$ cat src/design/edf_pkg.sv
// ============================================================================
// edf_pkg: shared types and constants for the EDF task scheduler
// Operation codes, default sizes and the queued-command record.
// ============================================================================
`default_nettype none
package edf_pkg;
	localparam int DEF_TASK_SLOTS      = 16;
	localparam int DEF_PRIORITY_LEVELS = 8;
	localparam int DEF_CORE_COUNT      = 4;
	localparam logic [63:0] NO_DEADLINE = 64'hFFFF_FFFF_FFFF_FFFE;
	localparam logic [63:0] NEVER_DEADLINE = 64'hFFFF_FFFF_FFFF_FFFF;
	localparam logic [2:0] AFF_ANY = 3'b111;

	typedef enum logic [1:0] {
		OP_ENQUEUE  = 2'd0,
		OP_SCHEDULE = 2'd1,
		OP_EXIT     = 2'd2,
		OP_NONE     = 2'd3
	} op_t;

	typedef struct packed {
		op_t         op;
		logic [1:0]  core;
		logic [3:0]  slot;
		logic [2:0]  level;
		logic [2:0]  aff;
		logic [63:0] deadline;
	} cmd_t;
endpackage
`default_nettype wire

$ cat src/design/edf_front.sv
// ============================================================================
// edf_front: command intake
// Captures a transaction into a two-entry queue toward the engine.
// ============================================================================
`default_nettype none
module edf_front
	import edf_pkg::*;
(
	input  wire logic        clk,
	input  wire logic        arst_n,
	input  wire logic        start,
	input  wire logic [1:0]  operation,
	input  wire logic [1:0]  core,
	input  wire logic [3:0]  task_slot,
	input  wire logic [2:0]  priority_req,
	input  wire logic [2:0]  affinity,
	input  wire logic [63:0] deadline,
	output logic             busy,
	output logic             cmd_valid,
	output cmd_t             cmd,
	input  wire logic        cmd_pop
);
	cmd_t       fifo_q [2];
	logic       wr_q, rd_q;
	logic [1:0] cnt_q;
	logic       push;

	assign busy      = (cnt_q == 2'd2);
	assign push      = start && !busy;
	assign cmd_valid = (cnt_q != 2'd0);
	assign cmd       = fifo_q[rd_q];

	always_ff @(posedge clk) begin
		if (push) begin
			fifo_q[wr_q] <= '{op: op_t'(operation), core: core, slot: task_slot,
				level: priority_req, aff: affinity, deadline: deadline};
		end
	end

	always_ff @(posedge clk or negedge arst_n) begin
		if (!arst_n) begin
			wr_q  <= 1'b0;
			rd_q  <= 1'b0;
			cnt_q <= 2'd0;
		end else begin
			if (push) wr_q <= !wr_q;
			if (cmd_pop) rd_q <= !rd_q;
			cnt_q <= cnt_q + 2'(push) - 2'(cmd_pop);
		end
	end

	assert property (@(posedge clk) disable iff (!arst_n) cmd_pop |-> cmd_valid)
		else $error("pop from empty command queue");
	assert property (@(posedge clk) disable iff (!arst_n) cnt_q != 2'd3)
		else $error("command queue overflow");
	assert property (@(posedge clk) disable iff (!arst_n)
		(push && !cmd_pop) |=> cmd_valid)
		else $error("pushed command lost");
endmodule
`default_nettype wire

$ cat src/design/edf_engine.sv
// ============================================================================
// edf_engine: task table and schedule sequencer
// Runs enqueue, and two EDF scans plus a fallback scan over the table.
// ============================================================================
`default_nettype none
module edf_engine
	import edf_pkg::*;
#(
	parameter int TASK_SLOTS      = DEF_TASK_SLOTS,
	parameter int PRIORITY_LEVELS = DEF_PRIORITY_LEVELS,
	parameter int CORE_COUNT      = DEF_CORE_COUNT
) (
	input  wire logic        clk,
	input  wire logic        arst_n,
	input  wire logic        cmd_valid,
	input  cmd_t             cmd,
	output logic             cmd_pop,
	output logic             done,
	output logic [3:0]       cur_task,
	output logic             idle_selected,
	output logic             switched,
	output logic             rejected
);
	localparam int SW = $clog2(TASK_SLOTS);
	localparam int CW = (CORE_COUNT > 1) ? $clog2(CORE_COUNT) : 1;

	typedef enum logic [2:0] {S_IDLE, S_REQ, S_SCAN, S_PICK, S_OUT} state_t;

	state_t          state_q;
	cmd_t            cmd_q;
	logic [1:0]      pass_q;      // 0 skip caller, 1 allow caller, 2 fallback
	logic [SW-1:0]   idx_q;
	logic            found_q;
	logic [SW-1:0]   best_q;
	logic [63:0]     best_dl_q, best_ls_q;
	logic [2:0]      best_lv_q;
	logic [31:0]     best_age_q;

	logic [TASK_SLOTS-1:0] queued_q;
	logic [1:0]      qcore_q  [TASK_SLOTS];
	logic [2:0]      level_q  [TASK_SLOTS];
	logic [2:0]      aff_q    [TASK_SLOTS];
	logic [63:0]     dl_q     [TASK_SLOTS];
	logic [63:0]     lsw_q    [TASK_SLOTS];
	logic [31:0]     stamp_q  [TASK_SLOTS];
	logic [31:0]     fifo_cnt_q;
	logic [63:0]     sw_cnt_q;
	logic [SW:0]     cur_q    [CORE_COUNT];
	logic [CORE_COUNT-1:0] run_q;

	logic [CW-1:0]   ci;
	logic [SW:0]     cur;
	logic            cur_idle;
	logic [63:0]     e_dl, e_ls;
	logic [2:0]      e_lv;
	logic [31:0]     e_age;
	logic            elig, take, fifo_win;
	logic [SW:0]     newc;

	assign ci       = cmd_q.core[CW-1:0];
	assign cur      = cur_q[ci];
	assign cur_idle = cur[SW];
	assign e_dl  = (dl_q[idx_q] != 64'd0) ? dl_q[idx_q] : NO_DEADLINE;
	assign e_ls  = lsw_q[idx_q];
	assign e_lv  = level_q[idx_q];
	assign e_age = fifo_cnt_q - stamp_q[idx_q];
	assign elig  = queued_q[idx_q] && qcore_q[idx_q] == cmd_q.core
		&& (aff_q[idx_q] == AFF_ANY || aff_q[idx_q] == {1'b0, cmd_q.core});
	assign fifo_win = (e_lv != best_lv_q) ? (e_lv > best_lv_q) : (e_age > best_age_q);

	always_comb begin
		take = 1'b0;
		if (elig) begin
			if (pass_q == 2'd2) begin
				take = !found_q || fifo_win;
			end else if (!(pass_q == 2'd0 && !cur_idle && cur[SW-1:0] == idx_q)
				&& e_dl != NEVER_DEADLINE) begin
				if (!found_q) take = 1'b1;
				else if (e_dl != best_dl_q) take = e_dl < best_dl_q;
				else if (e_ls != best_ls_q) take = e_ls < best_ls_q;
				else take = fifo_win;
			end
		end
	end

	assign newc = found_q ? {1'b0, best_q} : {1'b1, {SW{1'b0}}};
	assign cmd_pop = (state_q == S_IDLE) && cmd_valid;

	always_ff @(posedge clk) begin
		if (state_q == S_IDLE && cmd_valid) cmd_q <= cmd;
		if (state_q == S_SCAN && take) begin
			best_q     <= idx_q;
			best_dl_q  <= e_dl;
			best_ls_q  <= e_ls;
			best_lv_q  <= e_lv;
			best_age_q <= e_age;
		end
		if (state_q == S_REQ && cmd_q.op == OP_ENQUEUE && 32'(cmd_q.slot) < TASK_SLOTS
			&& 32'(cmd_q.core) < CORE_COUNT && 32'(cmd_q.level) < PRIORITY_LEVELS
			&& !queued_q[cmd_q.slot[SW-1:0]]) begin
			qcore_q[cmd_q.slot[SW-1:0]] <= cmd_q.core;
			level_q[cmd_q.slot[SW-1:0]] <= cmd_q.level;
			aff_q[cmd_q.slot[SW-1:0]]   <= cmd_q.aff;
			dl_q[cmd_q.slot[SW-1:0]]    <= cmd_q.deadline;
			stamp_q[cmd_q.slot[SW-1:0]] <= fifo_cnt_q;
		end
		if (state_q == S_REQ && cmd_q.op != OP_ENQUEUE && cmd_q.op != OP_NONE
			&& 32'(cmd_q.core) < CORE_COUNT && !cur_idle
			&& (run_q[ci] && !(cmd_q.op == OP_EXIT)) && !queued_q[cur[SW-1:0]]) begin
			qcore_q[cur[SW-1:0]] <= cmd_q.core;
			stamp_q[cur[SW-1:0]] <= fifo_cnt_q;
		end
	end

	always_ff @(posedge clk or negedge arst_n) begin
		if (!arst_n) begin
			state_q <= S_IDLE;
			pass_q <= 2'd0;
			idx_q <= '0;
			found_q <= 1'b0;
			queued_q <= '0;
			fifo_cnt_q <= '0;
			sw_cnt_q <= '0;
			run_q <= '0;
			done <= 1'b0;
			cur_task <= '0;
			idle_selected <= 1'b0;
			switched <= 1'b0;
			rejected <= 1'b0;
			for (int i = 0; i < TASK_SLOTS; i++) lsw_q[i] <= '0;
			for (int c = 0; c < CORE_COUNT; c++) cur_q[c] <= {1'b1, {SW{1'b0}}};
		end else begin
			done <= 1'b0;
			case (state_q)
				S_IDLE: begin
					if (cmd_valid) state_q <= S_REQ;
				end
				S_REQ: begin
					cur_task <= '0;
					idle_selected <= 1'b0;
					switched <= 1'b0;
					rejected <= 1'b0;
					if (cmd_q.op == OP_ENQUEUE) begin
						if (32'(cmd_q.slot) >= TASK_SLOTS || 32'(cmd_q.core) >= CORE_COUNT
							|| 32'(cmd_q.level) >= PRIORITY_LEVELS
							|| queued_q[cmd_q.slot[SW-1:0]]) begin
							rejected <= 1'b1;
						end else begin
							queued_q[cmd_q.slot[SW-1:0]] <= 1'b1;
							fifo_cnt_q <= fifo_cnt_q + 32'd1;
						end
						done <= 1'b1;
						state_q <= S_IDLE;
					end else if (cmd_q.op == OP_NONE || 32'(cmd_q.core) >= CORE_COUNT) begin
						done <= 1'b1;
						state_q <= S_IDLE;
					end else begin
						if (!cur_idle && run_q[ci] && cmd_q.op != OP_EXIT
							&& !queued_q[cur[SW-1:0]]) begin
							queued_q[cur[SW-1:0]] <= 1'b1;
							fifo_cnt_q <= fifo_cnt_q + 32'd1;
						end
						pass_q <= 2'd0;
						idx_q <= '0;
						found_q <= 1'b0;
						state_q <= S_SCAN;
					end
				end
				S_SCAN: begin
					if (take) found_q <= 1'b1;
					idx_q <= idx_q + 1'b1;
					if (32'(idx_q) == TASK_SLOTS - 1) state_q <= S_PICK;
				end
				S_PICK: begin
					if (!found_q && pass_q != 2'd2) begin
						pass_q <= pass_q + 2'd1;
						idx_q <= '0;
						state_q <= S_SCAN;
					end else begin
						state_q <= S_OUT;
					end
				end
				S_OUT: begin
					if (found_q) queued_q[best_q] <= 1'b0;
					if (newc != cur) begin
						cur_q[ci] <= newc;
						sw_cnt_q <= sw_cnt_q + 64'd1;
						if (found_q) lsw_q[best_q] <= sw_cnt_q + 64'd1;
						switched <= 1'b1;
					end
					run_q[ci] <= 1'b1;
					cur_task <= found_q ? 4'(best_q) : 4'd0;
					idle_selected <= !found_q;
					done <= 1'b1;
					state_q <= S_IDLE;
				end
				default: state_q <= S_IDLE;
			endcase
		end
	end

	assert property (@(posedge clk) disable iff (!arst_n) done |=> state_q != S_OUT)
		else $error("result strobe overlaps output step");
	assert property (@(posedge clk) disable iff (!arst_n)
		(done && idle_selected) |-> cur_task == 4'd0)
		else $error("idle result carries a task");
	assert property (@(posedge clk) disable iff (!arst_n) done |-> !(rejected && switched))
		else $error("enqueue and switch flagged together");
endmodule
`default_nettype wire

$ cat src/design/edf_task_scheduler.sv
// ============================================================================
// edf_task_scheduler: earliest-deadline-first scheduler for several cores
// Top level: command intake queue in front of the task-table engine.
// ============================================================================
// Issue a transaction by raising start while busy is low. Each transaction
// yields exactly one result, shown for one cycle with done high; the
// receiver cannot stall it. Enqueue and invalid commands finish in the
// request step. A schedule or exit walks the task table one slot per
// cycle, up to three passes (EDF skipping the caller, EDF allowing it,
// then highest level oldest), each pass a scan of every slot followed by
// a decision step, then an output step; the engine has a single comparator
// shared by all slots. A two-entry queue lets new commands land meanwhile.
`default_nettype none
module edf_task_scheduler
	import edf_pkg::*;
#(
	parameter int TASK_SLOTS      = DEF_TASK_SLOTS,
	parameter int PRIORITY_LEVELS = DEF_PRIORITY_LEVELS,
	parameter int CORE_COUNT      = DEF_CORE_COUNT
) (
	input  wire logic        clk,
	input  wire logic        arst_n,
	input  wire logic        start,
	output logic             busy,
	input  wire logic [1:0]  operation,
	input  wire logic [1:0]  core,
	input  wire logic [3:0]  task_slot,
	input  wire logic [2:0]  priority_req,
	input  wire logic [2:0]  affinity,
	input  wire logic [63:0] deadline,
	output logic             done,
	output logic [3:0]       cur_task,
	output logic             idle_selected,
	output logic             switched,
	output logic             rejected
);
	logic cmd_valid, cmd_pop;
	cmd_t cmd;

	edf_front u_front (
		.clk, .arst_n, .start, .operation, .core, .task_slot, .priority_req,
		.affinity, .deadline, .busy, .cmd_valid, .cmd, .cmd_pop
	);

	edf_engine #(
		.TASK_SLOTS(TASK_SLOTS), .PRIORITY_LEVELS(PRIORITY_LEVELS),
		.CORE_COUNT(CORE_COUNT)
	) u_engine (
		.clk, .arst_n, .cmd_valid, .cmd, .cmd_pop, .done, .cur_task,
		.idle_selected, .switched, .rejected
	);
endmodule
`default_nettype wire

$ cat config.mk
export PLATFORM = sky130hd
export DESIGN_NAME = edf_task_scheduler
export DESIGN_NICKNAME = d
export VERILOG_FILES = /design/src/design/edf_pkg.sv /design/src/design/edf_front.sv /design/src/design/edf_engine.sv /design/src/design/edf_task_scheduler.sv
export SDC_FILE = /design/constraint.sdc
export NUM_CORES = 2
export LEC_CHECK = 0
export BUFFER_PORTS_ARGS = -buffer_cell sky130_fd_sc_hd__buf_2
export CORE_ASPECT_RATIO = 1.1
export CORE_UTILIZATION = 55
export DETAILED_ROUTE_END_ITERATION = 8
export PLACE_DENSITY = 0.74
export SLEW_MARGIN = 30
export SYNTH_ARGS = -nofsm -noshare
export SYNTH_HDL_FRONTEND = slang
export SYNTH_SLANG_ARGS = --single-unit
$ cat constraint.sdc
create_clock -name clk -period 18 [get_ports clk]
set_input_delay 3.6 -clock clk [delete_from_list [all_inputs] [get_ports clk]]
set_output_delay 3.6 -clock clk [all_outputs]
set_load 0.02 [all_outputs]
==> results.tsv <==
stage	metric	value	unit
synthesis	synth_seq_cells	3247	
sta	rsz0062_at_grt	no	
sta	final.setup.tns	0	ps
floorplanning	num_rows	190	
worst_setup_path	crit_path_end_kind	flip-flop	
grt	grt_util_met1	37.3	%
synthesis	synthFlopType	edfxtp_1	
sta	finClkSkew	110	ps
place	port_buffers	89	
floorplanning	die_h	523	um
floorplanning	fp.coreArea	244000	um2
place	pre_cts_ws	6620	ps
cts	clkLatencyLatePin	1000	ps
place	dp_cells	11691	
worst_setup_path	slowest_delay	1020	ps
finish	seq_area	91600	um2
synthesis	synth_edf_count	2065	
cts	cts_sinks	3247	
sta	layout_setup_ws	6630	ps
worst_setup_path	worst_path_max_delay_cell	dfrtp_4	
cts	cts_buffers	330	
worst_setup_path	cp_top_family	simple AND/OR/NAND/NOR gates	
grt	grt_max_degree	165	
route	drc_errors	0	
grt	antenna_found_initial	16	
cts	root_buffer	clkbuf_16	
hold_path	min_path_type	flip-flop to flip-flop	
finish	final_layout_size_suffix_gt1_share	19.5	%
worst_setup_path	arrival	11930	ps
worst_setup_path	reg2regPathDepth	22	
cts	htreeDepth	5	
synthesis	synthArstFlopShare	36.4	%
worst_setup_path	cp_max_fo	118	
finish	fin_nets	9054	
floorplanning	start_util	55.5	%
grt	use_met2	43.6	%
synthesis	synthAdderAreaFrac	1.90	%
grt	gr-total-overflow	0	
worst_setup_path	worstPathRequired	18560	ps
run	drv_cap	0	
sta	finalCritPeriodShare	63.2	%
floorplanning	die_w	475	um
synthesis	seq_area_frac_synth	67.6	%
finish	fin_cells	12275	
grt	gr-usage-met3	4.61	%
hold_path	hp-start	u_engine.run_q[2]	
cts	ctsHoldBuffers	0	
synthesis	muxShareOfSynthArea	14.8	%
synthesis	syn_nets	9001	
finish	area_delta_synth_final	11.0	%
route	vias	77771	
sta	tightest_slew	1030	ps
cts	clkTransAtPathRegs	60	ps
finish	num-fill-cells	17190	
route	post_drt_wl_per_cell	27.0	um
route	drtIter0Drc	8632	
cts	post_cts_buffers	0	
place	place_congestion	0.899	
synthesis	synth_top_family_by_area	multiplexers	
hold_path	min_path_cells	1	
sta	final_hold_viol_count	0	
synthesis	avgSynthCellArea	15.5	um2
grt	grt_pass1_vias	80034	
synthesis	synth_compound_area_share	6.00	%
sta	maxSlewViolCount	0	
synthesis	yosysUniqueCellTypes	90	
worst_setup_path	reg2reg_to	u_engine.best_ls_q[47]	
route	ant_nets	0	
grt	grt_pass1_wl	500000	um
power_and_ir_drop	p_per_area	137	nW/um2
cts	cts_tree	done	
route	drt_wl_total	331000	um
hold_path	min_to	u_engine.run_q[2]	
cts	cts_buffer_depth	4	
cts	cts.repair.resized	0	
synthesis	netlist_instances	8715	
place	dp_hpwl	188000	um
worst_setup_path	worstReg2RegStart	u_engine.idx_q[1]	
power_and_ir_drop	p_total	20.5	mW
grt	grt_usage	27.0	%
outcome	status	completed	
sta	max_freq	87.9	MHz
worst_setup_path	path_class	flip-flop to flip-flop	
grt	top_usage_layer	met2	
worst_setup_path	reg2reg_slack	6630	ps
synthesis	syn_area	135000	um2
worst_setup_path	critPathBufInv	5	
worst_setup_path	crit_chain	buf_12, buf_4, mux4_2, a22o_2, a221oi_1, nand4_1, nor3_1, nand4_4, buf_4, nand2_1, ha_1, nand4_1, nor4_1, and3_1, nand4_1, nand4bb_1, a2111oi_2, a211oi_1, o41ai_1, and2_4, buf_4, buf_6	
route	dr.pass1.iters	6	
synthesis	synth_xor_area_share	1.16	%
power_and_ir_drop	vdd_ir_drop_max	0.000149	V
power_and_ir_drop	power.leakage	56.1	nW
worst_setup_path	critPathLaunch	u_engine.idx_q[1]	
sta	maxSlewHeadroom	31.5	%
floorplanning	die_area	248000	um2
synthesis	synth_simple_gate_area_share	5.90	%
finish	multi_input_area	41100	um2
synthesis	ys_warn_count	0	
route	vias_per_cell	6.34	
sta	finalSetupViolCount	0	
sta	min_period	11370	ps
worst_setup_path	start_kind	flip-flop	
floorplanning	ioPinCount	90	
-- cell usage after synthesis (all sizes together) (20+ instances only) --
| cell type | n | area (um2) |
|---|---|---|
| clkbuf | 375 | 1420 |
| nor4 | 21 | 138 |
| xor2 | 51 | 447 |
| o31ai | 30 | 225 |
| nor3 | 51 | 255 |
| inv | 243 | 912 |
| mux4 | 777 | 17800 |
| nand2 | 1291 | 4890 |
| a22oi | 33 | 248 |
| dfrtp | 1178 | 29500 |
| nor2 | 141 | 532 |
| a22o | 26 | 230 |
| nand4 | 90 | 578 |
| nand3 | 90 | 480 |
| and3 | 31 | 194 |
| nand2b | 20 | 125 |
| o21ai | 1100 | 5510 |
| edfxtp | 2065 | 62000 |
| buf | 171 | 1240 |
| and2 | 32 | 200 |
| mux2i | 79 | 791 |
| nor2b | 23 | 144 |
| a21o | 22 | 165 |
| ha | 204 | 2550 |
| xnor2 | 129 | 1130 |
| mux2 | 133 | 1500 |
| a221oi | 37 | 324 |
| a21oi | 75 | 375 |
-- kinds of logic (layout without fill, tap and decap cells) --
logic type | Yosys count | in the layout
other | 0 | 6
AOI/OAI and AO/OA | 1454 | 1454
adders and majority gates | 205 | 205
xor gates and xnor gates | 180 | 180
DFF | 3247 | 3247
and+or+nand+nor | 1848 | 1848
buffers and inverters | 792 | 1082
muxes | 989 | 989
-- registers in the layout, summed over array words and instances (netlist names), 16 cells and up --
| register | flops |
|---|---|
| u_engine.dl_q | 1024 |
| u_engine.lsw_q | 1024 |
| u_engine.stamp_q | 512 |
| u_front.fifo_q | 156 |
| u_engine.cmd_q | 76 |
| u_engine.best_dl_q | 64 |
| u_engine.best_ls_q | 64 |
| u_engine.sw_cnt_q | 64 |
| u_engine.aff_q | 48 |
| u_engine.level_q | 48 |
| u_engine.best_age_q | 32 |
| u_engine.fifo_cnt_q | 32 |
| u_engine.qcore_q | 32 |
| u_engine.cur_q | 20 |
| u_engine.queued_q | 16 |
-- final cells by class --
cell class	count	share of cell area (%)
flip-flops and latches	3247	60.9
diodes	6	0.00999
clock inverters	127	0.796
repair buffers	267	1.42
inverters	246	0.620
well taps	3264	2.72
multi-input cells	4676	27.3
clock buffers	442	6.16
-- report_power, final --
group	switching (mW)	internal, mW
Clock	2.79	3.91
Sequential	0.400	8.52
Combinational	2.86	2.07
-- per-stage QoR --
stage | utilization (%) | hold WS, ps | cell area [um2]
3_5_place_dp | 57.1 | 448 | 139000
6_report | 61.6 | 460 | 150000
2_1_floorplan | - | 436 | 135000
5_1_grt | 61.6 | 477 | 150000
4_1_cts | 61.4 | 461 | 150000
3_3_place_gp | 56.9 | 444 | 139000
-- metal layers --
| metal | vias up | part of all wire, % |
|---|---|---|
| li1 | 33064 | - |
| met3 | 700 | 8.0 |
| met1 | 40316 | 40 |
| met4 | 2 | 3.6 |
| met5 | - | 0.0057 |
| met2 | 3689 | 49 |
-- worst max path at each step --
stage	end	slack (ps)	depth (start not counted)
final	u_engine.best_ls_q[47]	6630	22
after global routing	u_engine.best_ls_q[30]	6080	22
after CTS	u_engine.best_ls_q[30]	6620	22
after detailed placement	u_engine.best_ls_q[48]	6620	22
after global placement	u_engine.best_ls_q[40]	6230	22
after floorplan	u_engine.best_age_q[0]	6240	32
-- placed cells by master (no fill, tap or decap), types with 75 or more instances in the layout --
master,n
edfxtp_1,2065
nand2_1,1272
dfrtp_1,1173
o21ai_0,1095
mux4_2,709
clkbuf_16,340
inv_1,241
ha_1,204
buf_4,146
mux2_2,133
nor2_1,126
xnor2_1,100
nand4_1,89
buf_2,88
mux2i_1,79
a21oi_1,75
(Power assumes the default switching activity.)
